## src/hdl/u8dec_pkg.sv

```systemverilog
package u8dec_pkg;

    localparam int unsigned BYTE_W = 8;
    localparam int unsigned CP_W   = 21;
    localparam int unsigned ST_W   = 2;
    localparam int unsigned CNT_W  = 3;

    localparam logic [ST_W-1:0] ST_OK         = 2'd0;
    localparam logic [ST_W-1:0] ST_ILLEGAL    = 2'd1;
    localparam logic [ST_W-1:0] ST_INCOMPLETE = 2'd2;

    localparam logic [CNT_W-1:0] LEN_NONE = 3'd0;
    localparam logic [CNT_W-1:0] LEN1     = 3'd1;
    localparam logic [CNT_W-1:0] LEN2     = 3'd2;
    localparam logic [CNT_W-1:0] LEN3     = 3'd3;
    localparam logic [CNT_W-1:0] LEN4     = 3'd4;

    localparam logic [1:0] REM_IDLE = 2'd0;
    localparam logic [1:0] REM_ONE  = 2'd1;
    localparam logic [1:0] REM_TWO  = 2'd2;
    localparam logic [1:0] REM_THREE = 2'd3;

    typedef enum logic [2:0] {
        KIND_ASCII = 3'd0,
        KIND_LEAD2 = 3'd1,
        KIND_LEAD3 = 3'd2,
        KIND_LEAD4 = 3'd3,
        KIND_BAD   = 3'd4
    } byte_kind_t;

    typedef struct packed {
        byte_kind_t        kind;
        logic              cont_ok;
        logic [BYTE_W-1:0] data;
        logic              last;
    } byte_item_t;

    function automatic logic value_bad(logic [CNT_W-1:0] len, logic [CP_W-1:0] v);
        logic [15:0] lo;
        logic        bad;
        lo  = v[15:0];
        bad = 1'b0;
        if (len == LEN3) begin
            bad = (v < 21'h000800) ||
                  (v >= 21'h00D800 && v <= 21'h00DFFF) ||
                  (v >= 21'h00FDD0 && v <= 21'h00FDEF) ||
                  (v == 21'h00FFFE) || (v == 21'h00FFFF);
        end else if (len == LEN4) begin
            bad = (v < 21'h010000) || (v > 21'h10FFFF) ||
                  (lo == 16'hFFFE) || (lo == 16'hFFFF);
        end
        return bad;
    endfunction

endpackage

```

## src/hdl/utf8_byte_stream_decoder.sv

```systemverilog
// Decodes a stream of UTF-8 bytes, one byte per transaction, into Unicode scalar values.
// The block accepts one byte per clock cycle while its queue has room; a byte passes the
// classifying front end into a small queue, and the sequence assembler behind it takes one
// queued byte per cycle while its output register is empty or being read, and registers
// each result there. Multi-byte sequences give no result until their last byte. Illegal bytes,
// overlong forms, surrogates, noncharacters and values above 10FFFF give an illegal result
// at the byte where they are detected, and a sequence left open by a byte with tlast set
// gives an incomplete result. Error results carry zero code point and zero byte count.
module utf8_byte_stream_decoder
    import u8dec_pkg::*;
#(
    parameter int unsigned QUEUE_DEPTH = 2
) (
    input  logic        aclk,
    input  logic        aresetn,
    input  logic        s_tvalid,
    output logic        s_tready,
    input  logic [7:0]  s_tdata,   // [7:0] data_byte
    input  logic        s_tlast,
    output logic        m_tvalid,
    input  logic        m_tready,
    output logic [23:0] m_tdata,   // [20:0] code_point, [23:21] byte_count
    output logic [1:0]  m_tuser    // [1:0] status
);

    logic             q_ready;
    logic             q_push;
    byte_item_t       push_item;
    logic             q_valid;
    logic             q_pop;
    byte_item_t       pop_item;
    logic [CP_W-1:0]  code_point;
    logic [CNT_W-1:0] byte_count;

    u8dec_front u_front (
        .s_tvalid (s_tvalid),
        .s_tready (s_tready),
        .s_byte   (s_tdata),
        .s_last   (s_tlast),
        .q_ready  (q_ready),
        .q_push   (q_push),
        .q_item   (push_item)
    );

    u8dec_queue #(
        .DEPTH (QUEUE_DEPTH)
    ) u_queue (
        .aclk      (aclk),
        .aresetn   (aresetn),
        .push      (q_push),
        .push_item (push_item),
        .in_ready  (q_ready),
        .pop       (q_pop),
        .out_valid (q_valid),
        .out_item  (pop_item)
    );

    u8dec_back u_back (
        .aclk         (aclk),
        .aresetn      (aresetn),
        .q_valid      (q_valid),
        .q_item       (pop_item),
        .q_pop        (q_pop),
        .m_tvalid     (m_tvalid),
        .m_tready     (m_tready),
        .m_code_point (code_point),
        .m_status     (m_tuser),
        .m_byte_count (byte_count)
    );

    assign m_tdata = {byte_count, code_point};

endmodule

```

## src/hdl/u8dec_front.sv

```systemverilog
module u8dec_front
    import u8dec_pkg::*;
(
    input  logic              s_tvalid,
    output logic              s_tready,
    input  logic [BYTE_W-1:0] s_byte,
    input  logic              s_last,
    input  logic              q_ready,
    output logic              q_push,
    output byte_item_t        q_item
);

    byte_kind_t kind;

    always_comb begin
        if (s_byte <= 8'h7F) begin
            kind = KIND_ASCII;
        end else if (s_byte >= 8'hC2 && s_byte <= 8'hDF) begin
            kind = KIND_LEAD2;
        end else if (s_byte >= 8'hE0 && s_byte <= 8'hEF) begin
            kind = KIND_LEAD3;
        end else if (s_byte >= 8'hF0 && s_byte <= 8'hF4) begin
            kind = KIND_LEAD4;
        end else begin
            kind = KIND_BAD;
        end
    end

    assign s_tready       = q_ready;
    assign q_push         = s_tvalid & q_ready;
    assign q_item.kind    = kind;
    assign q_item.cont_ok = (s_byte[7:6] == 2'b10);
    assign q_item.data    = s_byte;
    assign q_item.last    = s_last;

endmodule

```

## src/hdl/u8dec_queue.sv

```systemverilog
module u8dec_queue
    import u8dec_pkg::*;
#(
    parameter int unsigned DEPTH = 2
) (
    input  logic       aclk,
    input  logic       aresetn,
    input  logic       push,
    input  byte_item_t push_item,
    output logic       in_ready,
    input  logic       pop,
    output logic       out_valid,
    output byte_item_t out_item
);

    localparam int unsigned PTR_W = (DEPTH > 1) ? $clog2(DEPTH) : 1;
    localparam int unsigned CNT_W_Q = $clog2(DEPTH + 1);

    byte_item_t           mem_reg [DEPTH];
    logic [PTR_W-1:0]     wr_ptr_reg, wr_ptr_next;
    logic [PTR_W-1:0]     rd_ptr_reg, rd_ptr_next;
    logic [CNT_W_Q-1:0]   count_reg, count_next;
    logic                 do_push, do_pop;

    assign in_ready  = (count_reg != CNT_W_Q'(DEPTH));
    assign out_valid = (count_reg != '0);
    assign out_item  = mem_reg[rd_ptr_reg];
    assign do_push   = push & in_ready;
    assign do_pop    = pop & out_valid;

    always_comb begin
        wr_ptr_next = wr_ptr_reg;
        rd_ptr_next = rd_ptr_reg;
        count_next  = count_reg;
        if (do_push) begin
            wr_ptr_next = (wr_ptr_reg == PTR_W'(DEPTH - 1)) ? '0 : wr_ptr_reg + 1'b1;
        end
        if (do_pop) begin
            rd_ptr_next = (rd_ptr_reg == PTR_W'(DEPTH - 1)) ? '0 : rd_ptr_reg + 1'b1;
        end
        if (do_push && !do_pop) begin
            count_next = count_reg + 1'b1;
        end else if (!do_push && do_pop) begin
            count_next = count_reg - 1'b1;
        end
    end

    always_ff @(posedge aclk) begin
        if (!aresetn) begin
            wr_ptr_reg <= '0;
            rd_ptr_reg <= '0;
            count_reg  <= '0;
        end else begin
            wr_ptr_reg <= wr_ptr_next;
            rd_ptr_reg <= rd_ptr_next;
            count_reg  <= count_next;
        end
    end

    always_ff @(posedge aclk) begin
        if (do_push) begin
            mem_reg[wr_ptr_reg] <= push_item;
        end
    end

endmodule

```

## src/hdl/u8dec_back.sv

```systemverilog
module u8dec_back
    import u8dec_pkg::*;
(
    input  logic             aclk,
    input  logic             aresetn,
    input  logic             q_valid,
    input  byte_item_t       q_item,
    output logic             q_pop,
    output logic             m_tvalid,
    input  logic             m_tready,
    output logic [CP_W-1:0]  m_code_point,
    output logic [ST_W-1:0]  m_status,
    output logic [CNT_W-1:0] m_byte_count
);

    logic [1:0]       rem_reg, rem_next;
    logic [CNT_W-1:0] len_reg, len_next;
    logic [CP_W-1:0]  acc_reg, acc_next;
    logic             valid_reg, valid_next;
    logic [CP_W-1:0]  cp_reg, cp_next;
    logic [ST_W-1:0]  st_reg, st_next;
    logic [CNT_W-1:0] cnt_reg, cnt_next;

    logic             take;
    logic             emit;
    logic             opened;
    logic [CP_W-1:0]  acc_shift;
    logic [1:0]       rem_dec;
    logic [CP_W-1:0]  res_cp;
    logic [ST_W-1:0]  res_st;
    logic [CNT_W-1:0] res_cnt;

    assign take      = q_valid & (~valid_reg | m_tready);
    assign q_pop     = take;
    assign acc_shift = {acc_reg[CP_W-7:0], q_item.data[5:0]};
    assign rem_dec   = rem_reg - 2'd1;

    always_comb begin
        rem_next = rem_reg;
        len_next = len_reg;
        acc_next = acc_reg;
        emit     = 1'b0;
        opened   = 1'b0;
        res_cp   = '0;
        res_st   = ST_OK;
        res_cnt  = LEN_NONE;
        if (take) begin
            if (rem_reg == REM_IDLE) begin
                unique case (q_item.kind)
                    KIND_ASCII: begin
                        emit    = 1'b1;
                        res_cp  = {13'd0, q_item.data};
                        res_cnt = LEN1;
                    end
                    KIND_LEAD2: begin
                        opened   = 1'b1;
                        len_next = LEN2;
                        rem_next = REM_ONE;
                        acc_next = {16'd0, q_item.data[4:0]};
                    end
                    KIND_LEAD3: begin
                        opened   = 1'b1;
                        len_next = LEN3;
                        rem_next = REM_TWO;
                        acc_next = {17'd0, q_item.data[3:0]};
                    end
                    KIND_LEAD4: begin
                        opened   = 1'b1;
                        len_next = LEN4;
                        rem_next = REM_THREE;
                        acc_next = {18'd0, q_item.data[2:0]};
                    end
                    default: begin
                        emit   = 1'b1;
                        res_st = ST_ILLEGAL;
                    end
                endcase
                if (opened && q_item.last) begin
                    emit     = 1'b1;
                    res_st   = ST_INCOMPLETE;
                    rem_next = REM_IDLE;
                    len_next = LEN_NONE;
                end
            end else if (!q_item.cont_ok) begin
                emit     = 1'b1;
                res_st   = ST_ILLEGAL;
                rem_next = REM_IDLE;
                len_next = LEN_NONE;
            end else begin
                acc_next = acc_shift;
                rem_next = rem_dec;
                if (rem_dec == REM_IDLE) begin
                    emit     = 1'b1;
                    len_next = LEN_NONE;
                    if (value_bad(len_reg, acc_shift)) begin
                        res_st = ST_ILLEGAL;
                    end else begin
                        res_cp  = acc_shift;
                        res_cnt = len_reg;
                    end
                end else if (q_item.last) begin
                    emit     = 1'b1;
                    res_st   = ST_INCOMPLETE;
                    rem_next = REM_IDLE;
                    len_next = LEN_NONE;
                end
            end
        end
    end

    always_comb begin
        valid_next = valid_reg;
        cp_next    = cp_reg;
        st_next    = st_reg;
        cnt_next   = cnt_reg;
        if (take) begin
            valid_next = emit;
            cp_next    = res_cp;
            st_next    = res_st;
            cnt_next   = res_cnt;
        end else if (m_tready) begin
            valid_next = 1'b0;
        end
    end

    always_ff @(posedge aclk) begin
        if (!aresetn) begin
            rem_reg   <= REM_IDLE;
            len_reg   <= LEN_NONE;
            valid_reg <= 1'b0;
        end else begin
            rem_reg   <= rem_next;
            len_reg   <= len_next;
            valid_reg <= valid_next;
        end
    end

    always_ff @(posedge aclk) begin
        acc_reg <= acc_next;
        cp_reg  <= cp_next;
        st_reg  <= st_next;
        cnt_reg <= cnt_next;
    end

    assign m_tvalid     = valid_reg;
    assign m_code_point = cp_reg;
    assign m_status     = st_reg;
    assign m_byte_count = cnt_reg;

    a_idle_no_len: assert property (@(posedge aclk) disable iff (!aresetn)
        (rem_reg == REM_IDLE) |-> (len_reg == LEN_NONE))
        else $error("Idle decoder holds a sequence length.");

    a_open_len: assert property (@(posedge aclk) disable iff (!aresetn)
        (rem_reg != REM_IDLE) |-> (len_reg > {1'b0, rem_reg} && len_reg <= LEN4))
        else $error("Open sequence length disagrees with bytes remaining.");

    a_err_zero: assert property (@(posedge aclk) disable iff (!aresetn)
        (valid_reg && st_reg != ST_OK) |-> (cp_reg == '0 && cnt_reg == LEN_NONE))
        else $error("Error result carries a code point or byte count.");

    a_ok_count: assert property (@(posedge aclk) disable iff (!aresetn)
        (valid_reg && st_reg == ST_OK) |-> (cnt_reg != LEN_NONE && cnt_reg <= LEN4))
        else $error("Good result has an invalid byte count.");

    a_ascii_range: assert property (@(posedge aclk) disable iff (!aresetn)
        (valid_reg && st_reg == ST_OK && cnt_reg == LEN1) |-> (cp_reg < 21'h80))
        else $error("One-byte result is outside the ASCII range.");

endmodule

```

## config.mk

```make
export PLATFORM = sky130hd
export DESIGN_NAME = utf8_byte_stream_decoder
export DESIGN_NICKNAME = d
export VERILOG_FILES = /design/src/hdl/u8dec_pkg.sv /design/src/hdl/utf8_byte_stream_decoder.sv /design/src/hdl/u8dec_front.sv /design/src/hdl/u8dec_queue.sv /design/src/hdl/u8dec_back.sv
export SDC_FILE = /design/constraint.sdc
export NUM_CORES = 1
export LEC_CHECK = 0
export BUFFER_PORTS_ARGS = -buffer_cell sky130_fd_sc_hd__buf_2
export CORE_MARGIN = 4
export CORE_UTILIZATION = 55
export CTS_CLUSTER_DIAMETER = 80
export DETAILED_ROUTE_END_ITERATION = 7
export PLACE_DENSITY = 0.76
export SETUP_SLACK_MARGIN = 0.4
export SYNTH_ARGS = -nofsm -noshare
export SYNTH_HDL_FRONTEND = slang
export SYNTH_SLANG_ARGS = --single-unit
```

## constraint.sdc

```tcl
create_clock -name aclk -period 3.8 [get_ports aclk]
set_clock_uncertainty 0.2 [all_clocks]
set_input_delay 0 -clock aclk [delete_from_list [all_inputs] [get_ports aclk]]
set_output_delay 0 -clock aclk [all_outputs]
set_load 0.01 [all_outputs]
```

==> metrics.cfg <==
[timing]
hold_viol_final = 0
worst_slew_pin_slew_ps = 1120
grt_setup_unrepaired = false
slew_violations = 0
setup_viol = 0
timing.fmax_ghz = 0.369
min_period_ps = 2710
fin_tns_setup_ps = 0
post-route-period-util_pct = 71.4
relSlewSlack_pct = 25.1

[final_layout]
final_cell_area_sq_mm = 0.00398
largest_reg_flops = 26
drive_gt1_share_pct = 22.0
fill_cells = 424
area_growth_pct = 18.0
fin_nets = 325
diodes = 0

[yosys]
synth_most_common_cell = edfxtp_1
synth_warnings = 0
synth_top_area_share_pct = 59.7
async_reset_ff_share_pct = 0
ys_top_cells_by_count = edfxtp_1, nand2_1, a21oi_1, and2_1, mux2i_1
syn_avg_cell_area_sq_um = 13.4
syn_nets = 267
ys_seq_elements = 78
yosysTopAreaCell = edfxtp_1
synth-edff-count = 67
ys_seq_area_share_pct = 66.2
synth_cells = 251
yosys-top-cells-area = edfxtp_1, dfxtp_1, mux2i_1
synth_ff_type = edfxtp_1
synth.cell_area_sq_mm = 0.00337
synthDistinctLibCells = 46

[clock_tree]
clk_pin_slew_worst_paths_ps = 80
cts_buffers = 9
cts.sinks = 78
htreeDepth = 3
cts_tree = done
cts_buffer_depth = 2
cts_setup_buffers = 0
clockRootBuffer = clkbuf_8
insertion_delay_ps = 350
postCtsResizedCells = 0

[drt]
via_per_inst = 5.43
drt-pass1-iter-count = 4
drc = 0
vias = 2108
wl_mm = 5.90
drtIter0Drc = 166
post_drt_wl_per_cell_um = 15.2
ant_nets = 0

[global_route]
globalRouteTotalUtil_pct = 17.6
grt_pass1_vias = 2141
grt_max_degree = 27
grt_pass1_wl_mm = 9.88
grt-ovfl-total = 0
grt_antenna_before_repair = 0

[pwr]
p_total_mw = 3.15
total_leakage_power_nw = 1.49
ir_worst_vdd_mv = 0.527
power_density_mw_per_mm2 = 792

[placed_design]
hpwl_mm = 3.93
dpl_cell_area_sq_mm = 0.00363
place_congestion = 0.853
port_buffers = 40

[floorplanning]
rows = 28
die_y_um = 86.3
initial_core_util_pct = 56.9
dieArea_sq_mm = 0.00744
core_sq_mm = 0.00592
die_w_um = 86.3
io_pins = 41

[worst_setup_path]
crit_arrival_ps = 2800
end_kind = flip-flop
crit_type = flip-flop to flip-flop
start_kind = flip-flop
critPathMaxFanout = 21
required_ps = 3890

[flow_run]
maxCapViolCount = 0

[hold_path]
min_path_type = input pin to flip-flop

[status]
outcome = finished, final reports clean

==> per-layer routing <==
layer	track usage (%)	part of all wire [%]	up-vias
met4	8.50	2.6	0
met5	0	0	-
met3	5.42	4.7	13
met1	21.2	45	999
li1	-	-	1045
met2	28.7	48	51
==> cells in the final DEF (no fill, tap or decap), types with 3 or more instances in the layout <==
| master | netlist | routed |
|---|---|---|
| and2_2 | 6 | 6 |
| a21boi_0 | 6 | 5 |
| nand2_1 | 21 | 21 |
| mux2_2 | 3 | 3 |
| o21ai_0 | 6 | 6 |
| dlygate4sd3_1 | 0 | 12 |
| xnor2_1 | 5 | 5 |
| buf_2 | 0 | 40 |
| nand3_1 | 7 | 7 |
| nor2_1 | 11 | 11 |
| ha_1 | 3 | 3 |
| a21oi_1 | 12 | 12 |
| edfxtp_1 | 67 | 67 |
| bufinv_16 | 0 | 3 |
| clkbuf_8 | 0 | 9 |
| nor3b_1 | 3 | 3 |
| nand4_1 | 3 | 3 |
| inv_1 | 8 | 8 |
| nor2b_1 | 11 | 11 |
| mux2i_1 | 12 | 12 |
| nand2b_1 | 5 | 5 |
| dfxtp_1 | 11 | 11 |
| and2_1 | 12 | 12 |
==> kinds of logic (layout without fill, tap and decap cells) <==
| group | after synthesis | after routing | share of synthesized area (%) |
|---|---|---|---|
| buffers and inverters | 14 | 76 | 2.12 |
| adder cells (fa/ha/maj) | 3 | 3 | 1.11 |
| multiplexers | 15 | 15 | 4.57 |
| flip-flops | 78 | 78 | 66.2 |
| XOR/XNOR | 6 | 6 | 1.56 |
| AO/OA/AOI/OAI | 45 | 45 | 9.13 |
| AND/OR/NAND/NOR | 90 | 90 | 15.3 |
==> cell type report <==
type | count | area [sq um] | share of cell area, %
flip-flops and latches | 78 | 2230 | 56.1
multi-input cells | 159 | 1070 | 26.8
repair buffers | 53 | 328 | 8.24
clock buffers | 10 | 128 | 3.21
clock inverters | 5 | 98.8 | 2.49
inverters | 8 | 30.0 | 0.755
well taps | 75 | 93.8 | 2.36
==> worst paths after layout <==
| kind | startpoint | to | slack, ps | depth (start not counted) |
|---|---|---|---|---|
| max reg2reg | flip-flop | u_back.m_tvalid | 1090 | 6 |
| min | s_tlast | u_queue.mem_reg[0][0] | 180 | 2 |
| min reg2reg | u_back.rem_reg[1] | u_back.rem_reg[1] | 300 | 1 |
| max | flip-flop | u_back.m_tvalid | 1090 | 6 |
==> critical path, stage by stage (launching register included) <==
cell and delay, ps:
dfxtp_1 870, or3b_2 520, nand3_1 130, nor2_1 50, a21oi_1 170, o211a_1 170
dlygate4sd3_1 530
==> stage by stage <==
stage	hold slack (ps)	worst slack [ps]	std cells	utilization (%)
2_1_floorplan	-101	884	251	-
3_3_place_gp	-8.63	1210	361	61.3
3_5_place_dp	-2.16	1100	361	61.3
4_1_cts	166	1070	388	67.2
5_1_grt	178	917	388	67.2
6_report	180	1090	388	67.2
==> report_power, final <==
part / switching [mW] / internal [mW] / total (mW)
combinational: 0.578 / 0.386 / 0.964
clock: 0.280 / 0.430 / 0.710
sequential: 0.163 / 1.31 / 1.48
total: 1.02 / 2.13 / 3.15
==> repair_timing <==
item,in CTS,in global routing
hold buffers,12,0
hold endpoints to repair,37,0
endpoints found under the setup margin,0,0
Note: power is estimated with default switching activity, not from simulation.
